**src/rtl/u8u16_pkg.sv**
```systemverilog
// Shared types and constants for the UTF-8 / UTF-16LE text decoder.
// No dependencies; used by the controller, datapath, top level and checker.
package u8u16_pkg;

	localparam int LINE_BITS   = 20;
	localparam int COLUMN_BITS = 16;

	// replacement character '_'
	localparam logic [15:0] CODE_SUBST = 16'h005F;

	typedef struct packed {
		logic [7:0] data_byte;
		logic       stream_end;
	} byte_beat_t;

	typedef struct packed {
		logic [15:0]            code_unit;
		logic [LINE_BITS-1:0]   line_number;
		logic [COLUMN_BITS-1:0] column_number;
		logic [2:0]             byte_count;
		logic                   replaced;
		logic                   truncated;
		logic                   encoding_used;
		logic                   last_of_run;
		logic                   end_of_stream;
	} unit_beat_t;

	typedef enum logic [2:0] {
		ST_HEAD,
		ST_DETECT,
		ST_REPLAY,
		ST_FLUSH,
		ST_RUN
	} dec_state_t;

	// controller -> datapath
	typedef struct packed {
		logic hold;       // store header byte
		logic detect;     // pick encoding and drop count
		logic feed_head;  // decode next held byte
		logic feed_live;  // decode the incoming byte
		logic flush;      // push last pending result out
		logic clear;      // rearm for a new stream
	} dp_cmd_t;

	// datapath -> controller
	typedef struct packed {
		logic head_last;    // the fourth header byte is next
		logic replay_last;  // last held byte is being replayed
		logic out_free;     // output register can take a result
		logic end_seen;     // header phase ended with stream end
	} dp_stat_t;

endpackage

```
**src/rtl/u8u16_ctrl.sv**
```systemverilog
// Sequencer for the text decoder: header capture, detection, replay, flush, run.
// Depends on u8u16_pkg; drives the datapath through dp_cmd_t.
module u8u16_ctrl (
	input  logic                clk,
	input  logic                arst_n,
	input  logic                byte_valid,
	input  logic                byte_end,
	output logic                byte_stall,
	input  u8u16_pkg::dp_stat_t stat,
	output u8u16_pkg::dp_cmd_t  cmd
);
	import u8u16_pkg::*;

	dec_state_t state_q;
	dec_state_t state_d;

	always_ff @(posedge clk or negedge arst_n) begin
		if (!arst_n) begin
			state_q <= ST_HEAD;
		end else begin
			state_q <= state_d;
		end
	end

	always_comb begin
		state_d = state_q;
		case (state_q)
			ST_HEAD: begin
				if (byte_valid && (stat.head_last || byte_end)) begin
					state_d = ST_DETECT;
				end
			end
			ST_DETECT: begin
				state_d = ST_REPLAY;
			end
			ST_REPLAY: begin
				if (stat.out_free && stat.replay_last) begin
					state_d = ST_FLUSH;
				end
			end
			ST_FLUSH: begin
				if (stat.out_free) begin
					state_d = stat.end_seen ? ST_HEAD : ST_RUN;
				end
			end
			ST_RUN: begin
				if (byte_valid && stat.out_free && byte_end) begin
					state_d = ST_HEAD;
				end
			end
			default: begin
				state_d = ST_HEAD;
			end
		endcase
	end

	always_comb begin
		byte_stall = 1'b1;
		cmd        = '0;
		case (state_q)
			ST_HEAD: begin
				byte_stall = 1'b0;
				cmd.hold   = byte_valid;
			end
			ST_DETECT: begin
				cmd.detect = 1'b1;
			end
			ST_REPLAY: begin
				cmd.feed_head = stat.out_free;
			end
			ST_FLUSH: begin
				cmd.flush = stat.out_free;
				cmd.clear = stat.out_free && stat.end_seen;
			end
			ST_RUN: begin
				byte_stall    = !stat.out_free;
				cmd.feed_live = byte_valid && stat.out_free;
				cmd.clear     = byte_valid && stat.out_free && byte_end;
			end
			default: begin
				byte_stall = 1'b1;
			end
		endcase
	end

endmodule

```
**src/rtl/u8u16_dpath.sv**
```systemverilog
// Datapath of the text decoder: header store, detection, one-byte decoder,
// line/column counters, pending result and output register.
// Depends on u8u16_pkg; commanded by u8u16_ctrl.
module u8u16_dpath (
	input  logic                  clk,
	input  logic                  arst_n,
	input  u8u16_pkg::byte_beat_t byte_data,
	input  logic                  cfg_we,
	input  logic                  cfg_wdata,
	input  logic                  unit_stall,
	output logic                  unit_valid,
	output u8u16_pkg::unit_beat_t unit_data,
	input  u8u16_pkg::dp_cmd_t    cmd,
	output u8u16_pkg::dp_stat_t   stat
);
	import u8u16_pkg::*;

	localparam logic [LINE_BITS-1:0]   LINE_MAX   = '1;
	localparam logic [COLUMN_BITS-1:0] COLUMN_MAX = '1;
	localparam logic [15:0] CODE_NEWLINE = 16'h000A;
	localparam logic        ENC_UTF8     = 1'b0;
	localparam logic        ENC_UTF16LE  = 1'b1;
	localparam logic [7:0]  BOM16_B0 = 8'hFF;
	localparam logic [7:0]  BOM16_B1 = 8'hFE;
	localparam logic [7:0]  BOM8_B0  = 8'hEF;
	localparam logic [7:0]  BOM8_B1  = 8'hBB;
	localparam logic [7:0]  BOM8_B2  = 8'hBF;
	localparam logic [7:0]  MASK_L2  = 8'hE0;
	localparam logic [7:0]  LEAD_L2  = 8'hC0;
	localparam logic [7:0]  MASK_L3  = 8'hF0;
	localparam logic [7:0]  LEAD_L3  = 8'hE0;
	localparam logic [7:0]  MASK_L4  = 8'hF8;
	localparam logic [7:0]  LEAD_L4  = 8'hF0;
	localparam logic [7:0]  MASK_L5  = 8'hFC;
	localparam logic [7:0]  LEAD_L5  = 8'hF8;
	localparam logic [7:0]  MASK_L6  = 8'hFE;
	localparam logic [7:0]  LEAD_L6  = 8'hFC;
	localparam logic [7:0]  PAY_L2   = 8'h1F;
	localparam logic [7:0]  PAY_L3   = 8'h0F;

	logic [7:0]             head_q [4];
	logic [2:0]             hcnt_q;
	logic                   end_q;
	logic                   dflt_q;
	logic                   enc_q;
	logic [1:0]             rp_q;
	logic [15:0]            part_q;
	logic [2:0]             rem_q;
	logic [2:0]             len_q;
	logic                   skip_q;
	logic [LINE_BITS-1:0]   line_q;
	logic [COLUMN_BITS-1:0] col_q;
	logic                   nl_q;
	logic                   pend_valid_q;
	logic                   out_valid_q;
	unit_beat_t             pend_q;
	unit_beat_t             out_q;

	logic                   det_enc;
	logic [1:0]             det_drop;
	logic                   replay_last;
	logic                   out_free;
	logic                   feed;
	logic [7:0]             fb;
	logic                   ffinal;
	logic                   f_emit;
	logic [15:0]            f_code;
	logic [2:0]             f_cnt;
	logic                   f_repl;
	logic                   f_trunc;
	logic [15:0]            n_part;
	logic [2:0]             n_rem;
	logic [2:0]             n_len;
	logic                   n_skip;
	logic [LINE_BITS-1:0]   e_line;
	logic [COLUMN_BITS-1:0] e_col;
	logic [COLUMN_BITS-1:0] n_col;
	unit_beat_t             res;
	unit_beat_t             pend_fin;

	// encoding detection over the four held bytes
	always_comb begin
		det_enc  = dflt_q;
		det_drop = 2'd0;
		if (hcnt_q == 3'd4) begin
			if (head_q[0] == BOM16_B0 && head_q[1] == BOM16_B1) begin
				det_enc  = ENC_UTF16LE;
				det_drop = 2'd2;
			end else if (head_q[0] == BOM8_B0 && head_q[1] == BOM8_B1 &&
			             head_q[2] == BOM8_B2) begin
				det_enc  = ENC_UTF8;
				det_drop = 2'd3;
			end else if (head_q[1] == 8'h00 && head_q[3] == 8'h00 &&
			             head_q[0] != 8'h00 && head_q[2] != 8'h00) begin
				det_enc = ENC_UTF16LE;
			end
		end
	end

	assign replay_last = (({1'b0, rp_q} + 3'd1) == hcnt_q);
	assign out_free    = !out_valid_q || !unit_stall;
	assign feed        = cmd.feed_head || cmd.feed_live;
	assign fb          = cmd.feed_live ? byte_data.data_byte : head_q[rp_q];
	assign ffinal      = cmd.feed_live ? byte_data.stream_end : (end_q && replay_last);

	// one-byte decode step
	always_comb begin
		f_emit  = 1'b0;
		f_code  = CODE_SUBST;
		f_cnt   = 3'd1;
		f_repl  = 1'b0;
		f_trunc = 1'b0;
		n_part  = part_q;
		n_rem   = rem_q;
		n_len   = len_q;
		n_skip  = skip_q;
		if (enc_q == ENC_UTF16LE) begin
			if (rem_q == 3'd0) begin
				n_len  = 3'd2;
				n_rem  = 3'd1;
				n_skip = 1'b0;
				n_part = {8'h00, fb};
			end else begin
				n_rem  = 3'd0;
				f_emit = 1'b1;
				f_code = part_q | {fb, 8'h00};
				f_cnt  = 3'd2;
			end
		end else if (rem_q == 3'd0) begin
			if (!fb[7]) begin
				f_emit = 1'b1;
				f_code = {8'h00, fb};
			end else if ((fb & MASK_L2) == LEAD_L2) begin
				n_len = 3'd2; n_rem = 3'd1; n_skip = 1'b0; n_part = {8'h00, fb & PAY_L2};
			end else if ((fb & MASK_L3) == LEAD_L3) begin
				n_len = 3'd3; n_rem = 3'd2; n_skip = 1'b0; n_part = {8'h00, fb & PAY_L3};
			end else if ((fb & MASK_L4) == LEAD_L4) begin
				n_len = 3'd4; n_rem = 3'd3; n_skip = 1'b1; n_part = 16'h0000;
			end else if ((fb & MASK_L5) == LEAD_L5) begin
				n_len = 3'd5; n_rem = 3'd4; n_skip = 1'b1; n_part = 16'h0000;
			end else if ((fb & MASK_L6) == LEAD_L6) begin
				n_len = 3'd6; n_rem = 3'd5; n_skip = 1'b1; n_part = 16'h0000;
			end else begin
				// stray continuation byte or FE/FF lead
				f_emit = 1'b1;
				f_repl = 1'b1;
			end
		end else begin
			if (!skip_q) begin
				n_part = {part_q[9:0], fb[5:0]};
			end
			n_rem = rem_q - 3'd1;
			if (n_rem == 3'd0) begin
				f_emit = 1'b1;
				f_cnt  = len_q;
				f_repl = skip_q;
				f_code = skip_q ? CODE_SUBST : n_part;
				n_skip = 1'b0;
			end
		end
		// stream ends inside a sequence
		if (ffinal && n_rem != 3'd0) begin
			f_emit  = 1'b1;
			f_code  = CODE_SUBST;
			f_cnt   = n_len - n_rem;
			f_repl  = 1'b1;
			f_trunc = 1'b1;
			n_rem   = 3'd0;
			n_skip  = 1'b0;
		end
	end

	// position of the emitted character
	always_comb begin
		e_line = line_q;
		e_col  = col_q;
		if (nl_q) begin
			if (line_q != LINE_MAX) begin
				e_line = line_q + 1'b1;
			end
			e_col = '0;
		end
		n_col = (e_col != COLUMN_MAX) ? e_col + 1'b1 : e_col;
	end

	always_comb begin
		res.code_unit     = f_code;
		res.line_number   = e_line;
		res.column_number = e_col;
		res.byte_count    = f_cnt;
		res.replaced      = f_repl;
		res.truncated     = f_trunc;
		res.encoding_used = enc_q;
		res.last_of_run   = cmd.feed_live;
		res.end_of_stream = cmd.feed_live && byte_data.stream_end;
		pend_fin               = pend_q;
		pend_fin.last_of_run   = 1'b1;
		pend_fin.end_of_stream = end_q;
	end

	always_ff @(posedge clk or negedge arst_n) begin
		if (!arst_n) begin
			hcnt_q       <= '0;
			end_q        <= 1'b0;
			dflt_q       <= ENC_UTF8;
			enc_q        <= ENC_UTF8;
			rp_q         <= '0;
			part_q       <= '0;
			rem_q        <= '0;
			len_q        <= '0;
			skip_q       <= 1'b0;
			line_q       <= '0;
			col_q        <= '0;
			nl_q         <= 1'b0;
			pend_valid_q <= 1'b0;
			out_valid_q  <= 1'b0;
		end else begin
			if (cfg_we) begin
				dflt_q <= cfg_wdata;
			end
			if (cmd.hold) begin
				hcnt_q <= hcnt_q + 3'd1;
				end_q  <= byte_data.stream_end;
			end
			if (cmd.detect) begin
				enc_q <= det_enc;
				rp_q  <= det_drop;
			end
			if (cmd.feed_head) begin
				rp_q <= rp_q + 2'd1;
			end
			if (feed) begin
				part_q <= n_part;
				rem_q  <= n_rem;
				len_q  <= n_len;
				skip_q <= n_skip;
				if (f_emit) begin
					line_q <= e_line;
					col_q  <= n_col;
					nl_q   <= (f_code == CODE_NEWLINE);
				end
			end
			if (cmd.flush) begin
				hcnt_q <= '0;
			end
			if (cmd.clear) begin
				hcnt_q <= '0;
				end_q  <= 1'b0;
				enc_q  <= ENC_UTF8;
				part_q <= '0;
				rem_q  <= '0;
				len_q  <= '0;
				skip_q <= 1'b0;
				line_q <= '0;
				col_q  <= '0;
				nl_q   <= 1'b0;
			end

			if (out_valid_q && !unit_stall) begin
				out_valid_q <= 1'b0;
			end
			if (cmd.feed_live && f_emit) begin
				out_valid_q <= 1'b1;
			end
			if (cmd.feed_head && f_emit) begin
				pend_valid_q <= 1'b1;
				if (pend_valid_q) begin
					out_valid_q <= 1'b1;
				end
			end
			if (cmd.flush && pend_valid_q) begin
				pend_valid_q <= 1'b0;
				out_valid_q  <= 1'b1;
			end
		end
	end

	always_ff @(posedge clk) begin
		if (cmd.hold) begin
			head_q[hcnt_q[1:0]] <= byte_data.data_byte;
		end
		if (cmd.feed_live && f_emit) begin
			out_q <= res;
		end
		if (cmd.feed_head && f_emit) begin
			pend_q <= res;
			if (pend_valid_q) begin
				out_q <= pend_q;
			end
		end
		if (cmd.flush && pend_valid_q) begin
			out_q <= pend_fin;
		end
	end

	assign unit_valid       = out_valid_q;
	assign unit_data        = out_q;
	assign stat.head_last   = (hcnt_q == 3'd3);
	assign stat.replay_last = replay_last;
	assign stat.out_free    = out_free;
	assign stat.end_seen    = end_q;

endmodule

```
**src/rtl/utf8_utf16le_text_decoder_unit.sv**
```systemverilog
// Top level of the UTF-8 / UTF-16LE text decoder.
// Depends on u8u16_pkg, u8u16_ctrl and u8u16_dpath.
//
// Takes a text stream one byte per beat and delivers 16-bit code units, each
// with a saturating zero-based line and column, the byte count it consumed
// and replace/truncate flags. The first four bytes of every stream (fewer if
// stream_end comes earlier) are held to pick the encoding: an FF FE mark
// means UTF-16LE, EF BB BF means UTF-8, a nonzero/zero/nonzero/zero pattern
// means UTF-16LE, anything else falls back to default_encoding. A mark is
// dropped and the remaining held bytes are replayed through the decoder.
// Timing: header bytes are taken one per cycle; after the header beat the
// input stalls while the encoding is detected, the held bytes (up to four)
// are replayed and the last replayed result is pushed out. From then on one
// byte is taken per cycle, set by the single decode unit and the one-entry
// output register; a stalled output holds the input off. The beat carrying
// stream_end rearms the block for a new stream; default_encoding keeps its
// value. Write cfg_we only while no stream is in flight.
module utf8_utf16le_text_decoder_unit (
	input  logic                  clk,
	input  logic                  arst_n,
	input  logic                  cfg_we,
	input  logic                  cfg_wdata,
	input  logic                  byte_valid,
	output logic                  byte_stall,
	input  u8u16_pkg::byte_beat_t byte_data,
	output logic                  unit_valid,
	input  logic                  unit_stall,
	output u8u16_pkg::unit_beat_t unit_data
);
	import u8u16_pkg::*;

	dp_cmd_t  cmd;   // sequencer commands
	dp_stat_t stat;  // datapath status back to the sequencer

	// sequencer: header capture, detection, replay, flush, steady run
	u8u16_ctrl u_ctrl (
		.clk        (clk),
		.arst_n     (arst_n),
		.byte_valid (byte_valid),
		.byte_end   (byte_data.stream_end),
		.byte_stall (byte_stall),
		.stat       (stat),
		.cmd        (cmd)
	);

	// datapath: header store, decoder, counters, pending and output beats
	u8u16_dpath u_dpath (
		.clk        (clk),
		.arst_n     (arst_n),
		.byte_data  (byte_data),
		.cfg_we     (cfg_we),
		.cfg_wdata  (cfg_wdata),
		.unit_stall (unit_stall),
		.unit_valid (unit_valid),
		.unit_data  (unit_data),
		.cmd        (cmd),
		.stat       (stat)
	);

endmodule

```
**config.mk**
```make
export PLATFORM = sky130hd
export DESIGN_NAME = utf8_utf16le_text_decoder_unit
export DESIGN_NICKNAME = d
export VERILOG_FILES = /design/src/rtl/u8u16_pkg.sv /design/src/rtl/u8u16_ctrl.sv /design/src/rtl/u8u16_dpath.sv /design/src/rtl/utf8_utf16le_text_decoder_unit.sv
export SDC_FILE = /design/constraint.sdc
export NUM_CORES = 1
export LEC_CHECK = 0
export BUFFER_PORTS_ARGS = -buffer_cell sky130_fd_sc_hd__buf_2
export CAP_MARGIN = 10
export CORE_ASPECT_RATIO = 1.25
export CORE_UTILIZATION = 55
export DETAILED_ROUTE_END_ITERATION = 16
export PLACE_DENSITY = 0.74
export SETUP_SLACK_MARGIN = 0.02
export SYNTH_ARGS = -nofsm -noshare
export SYNTH_HDL_FRONTEND = slang
export SYNTH_HIERARCHICAL = 1
export SYNTH_SLANG_ARGS = --single-unit
```
**constraint.sdc**
```tcl
create_clock -name clk -period 6.7 [get_ports clk]
set_input_delay 0.335 -clock clk [delete_from_list [all_inputs] [get_ports clk]]
set_output_delay 0.335 -clock clk [all_outputs]
set_load 0.01 [all_outputs]
```
==> impl_metrics.py <==
metrics = {
    "worst_setup_path": {
        "critPathKind": "flop to flop",
        "crit_start": "u_dpath/unit_valid",
        "cp_max_fo": 24,
        "reg2reg_slack_ns": 1.80,
        "crit_path_start_kind": "flop",
        "timing.rr.end": "u_dpath/pend_fin[26]",
        "reg2reg_depth": 14,
        "crit_end": "u_dpath/pend_fin[26]",
        "end_kind": "flop",
        "rr_startpoint": "u_dpath/unit_valid",
        "arrival_ns": 5.12,
        "crit_required_ns": 6.92,
    },
    "yosys": {
        "synth_seq_cells": 225,
        "ys_types": 100,
        "synth_area_mm2": 0.0115,
        "synth_top_cell_area_share_pct": 24.1,
        "synth-edff-count": 92,
        "synthTopCellsByCount": "92 x edfxtp_1, 86 x nor2_1, 82 x nand2_1, 78 x a21oi_1, 73 x dfrtp_1",
        "synth_top_family_by_area": "compound AO/OA/AOI/OAI gates",
        "synth_most_common_cell": "edfxtp_1",
        "postSynthAreaPerCell_um2": 10.2,
        "synthTopCellsByArea": "edfxtp_1 24%, dfrtp_1 16%, dfxtp_1 10%, a21oi_1 3.4%, o21ai_0 2.9%",
        "synth_simple_gate_area_share_pct": 17.1,
        "netlist.top_cell.by_area": "edfxtp_1",
        "async_reset_ff_share_pct": 32.4,
        "synthAdderAreaFrac_pct": 1.49,
        "synthFlopType": "edfxtp_1",
        "yosysWarnings": 6,
        "syn_nets": 1154,
        "synth-xor-area-share_pct": 1.61,
        "synth_compound_area_share_pct": 22.4,
        "muxShareOfSynthArea_pct": 2.66,
        "ys_seq_area_share_pct": 50.6,
        "synth_cells": 1126,
    },
    "cts": {
        "ctsHtreeMaxLevel": 1,
        "numCtsBuffers": 23,
        "cts-root-buf": "clkbuf_16",
        "cts_sinks": 225,
        "cts_setup_buffers": 0,
        "cts_tree": "done",
        "clk_pin_slew_ns": 0.06,
        "worstSkewPairLatency_ns": 0.51,
        "cts_max_path_buffers": 3,
    },
    "pwr": {
        "switchingPower_mw": 2.74,
        "power_density_mw_per_mm2": 525,
        "total_power_mw": 6.66,
        "combPwrFrac_pct": 45.2,
        "power.leakage_nw": 4.92,
        "seqPwrFrac_pct": 36.0,
        "pwr-share-clk_pct": 18.9,
        "swShare_pct": 41.2,
        "p_int_mw": 3.92,
        "vdd_drop_max_mv": 0.410,
    },
    "worst_hold_path": {
        "min_path_type": "input pin to flop",
    },
    "cells_and_area": {
        "nets": 1198,
        "area_delta_synth_final_pct": 10.9,
        "final_cells": 1456,
        "multi_input_area_mm2": 0.00521,
        "register_area_mm2": 0.00579,
        "nFillCells": 1669,
        "num_antenna_cells": 0,
        "final_cell_area_mm2": 0.0127,
        "drive_above_1_share_pct": 15.8,
        "final_util_pct": 62.7,
    },
    "placed_design": {
        "dp_hpwl_um": 20500,
        "place.gp.congestion": 0.967,
        "portBuffers": 76,
        "placed_cell_area_mm2": 0.0120,
        "dpl_worst_slack_ns": 1.80,
        "dp_cells": 1414,
    },
    "global_routing": {
        "grt_pass1_wl_um": 47100,
        "grt_max_degree": 65,
        "grt_pass1_vias": 8755,
        "grtUsageTotal_pct": 28.3,
        "overflow": 0,
        "antenna_found_initial": 0,
    },
    "run_status": {
        "outcome": "finished clean",
    },
    "flow_run": {
        "max_cap_violations": 0,
    },
    "floorplanning": {
        "die_h_um": 163,
        "die_area_mm2": 0.0214,
        "start_util_pct": 56.6,
        "die_w_um": 131,
        "io_pins": 77,
        "row_count": 58,
        "core_area_mm2": 0.0202,
    },
    "sta": {
        "fin_setup_tns_ns": 0,
        "relSlewSlack_pct": 22.4,
        "setup_viol": 0,
        "finalHoldViolCount": 0,
        "period_needed_ns": 4.90,
        "setup_slack_ns": 1.80,
        "hold_ws_ns": 0.0629,
        "fin_crit_sh_pct": 73.1,
        "finClkSkew_ns": 0.0163,
        "grt_setup_unrepaired": "false",
        "worstMarginPinSlew_ns": 1.16,
        "slew_viol_final": 0,
        "fmax_mhz": 204,
    },
    "route": {
        "wl_met3_um": 1700,
        "drc_errors": 0,
        "ant_nets": 0,
        "wire_per_inst_um": 20.6,
        "top_layer": "met4",
        "first_pass_iters": 8,
        "routed_via_density": 6.39,
        "wl_um": 30000,
        "drt_iter0_markers": 754,
        "wl_met1_um": 12000,
        "wl_met2_um": 15100,
        "via_count": 9300,
    },
}
## cell usage in the layout (no fill, tap or decap), drive strengths merged, types with 12 or more instances in the layout
cell | synthesis | routed
o31a | 17 | 17
nand2b | 14 | 14
buf | 35 | 95
mux2i | 21 | 21
a31oi | 38 | 38
nor2 | 91 | 91
nand3 | 35 | 35
a31o | 13 | 13
nand4 | 19 | 19
nor4 | 15 | 15
a21oi | 78 | 78
dfrtp | 73 | 73
and2 | 18 | 18
nor2b | 22 | 22
a21o | 20 | 20
dfxtp | 60 | 60
and3 | 17 | 17
xnor2 | 12 | 12
o21ai | 75 | 75
nand2 | 83 | 83
ha | 12 | 12
edfxtp | 92 | 92
clkbuf | 42 | 29
inv | 24 | 25
nor3 | 17 | 17
a22o | 29 | 29
## worst max-delay path, stage by stage, from the launching register on
cell	delay, ns
dfrtp_1	0.39
nand2_1	0.23
nor4b_4	0.64
inv_2	0.29
a311oi_4	0.63
a2bb2oi_1	0.28
o211ai_1	0.16
o21ai_4	0.34
inv_2	0.13
o21ai_2	0.12
buf_4	0.26
inv_2	0.16
o21ai_0	0.39
inv_2	0.28
buf_4	0.32
## per-layer routing
layer | GRT usage, % | vias to the layer above
li1 | - | 4342
met3 | 3.41 | 90
met4 | 12.7 | 0
met1 | 35.5 | 4469
met5 | 0 | -
met2 | 48.6 | 399
## state kept, by name, indices dropped and copies added, names as in the netlist, 2 cells and up
signal,flops
u_dpath/rem_q,3
u_ctrl/state_q,3
u_dpath/len_q,3
u_dpath/rp_q,2
u_dpath/col_q,16
u_dpath/unit_data,60
u_dpath/pend_q,2
u_dpath/pend_fin,58
u_dpath/part_q,16
u_dpath/hcnt_q,3
u_dpath/line_q,20
u_dpath/head_q,32
## final cells by class
| type | instances | share of cell area [%] |
|---|---|---|
| flip-flops and latches | 225 | 45.6 |
| inverters | 24 | 0.709 |
| repair buffers | 96 | 4.22 |
| clock buffers | 29 | 4.71 |
| multi-input cells | 800 | 41.1 |
| clock inverters | 12 | 1.04 |
| well taps | 270 | 2.66 |
## power by group through the flow
| stage | Clock (mW) | Sequential [mW] | Combinational, mW |
|---|---|---|---|
| after floorplan | 0 | 2.37 | 2.16 |
| after global placement | 0 | 2.40 | 2.91 |
| after detailed placement | 0 | 2.41 | 2.97 |
| after CTS | 1.28 | 2.39 | 2.99 |
| after global routing | 1.34 | 2.45 | 3.30 |
| final | 1.26 | 2.40 | 3.01 |
## worst min-delay path by stage
stage	startpoint	endpoint	cells past startpoint
global route	cfg_wdata	u_dpath/dflt_q	2
detailed placement	arst_n	u_dpath/part_q[8]	1
floorplan	arst_n	u_ctrl/state_q[0]	0
finish	cfg_wdata	u_dpath/dflt_q	2
CTS	cfg_wdata	u_dpath/dflt_q	2
global placement	arst_n	u_dpath/part_q[14]	1
## what timing repair did
item,CTS,global route
setup endpoints to repair,0,0
hold buffers,1,0
endpoints found under the hold margin,9,0
resized for setup,0,0
## cells by family (layout without fill, tap and decap cells)
group           after synthesis  in the layout
compound gates              365            365
simple gates                373            373
xor+xnor                     21             21
buf+inv                     101            161
fa+ha+maj                    13             13
mux                          28             28
flops                       225            225
Power figures use the tool's default switching activity.
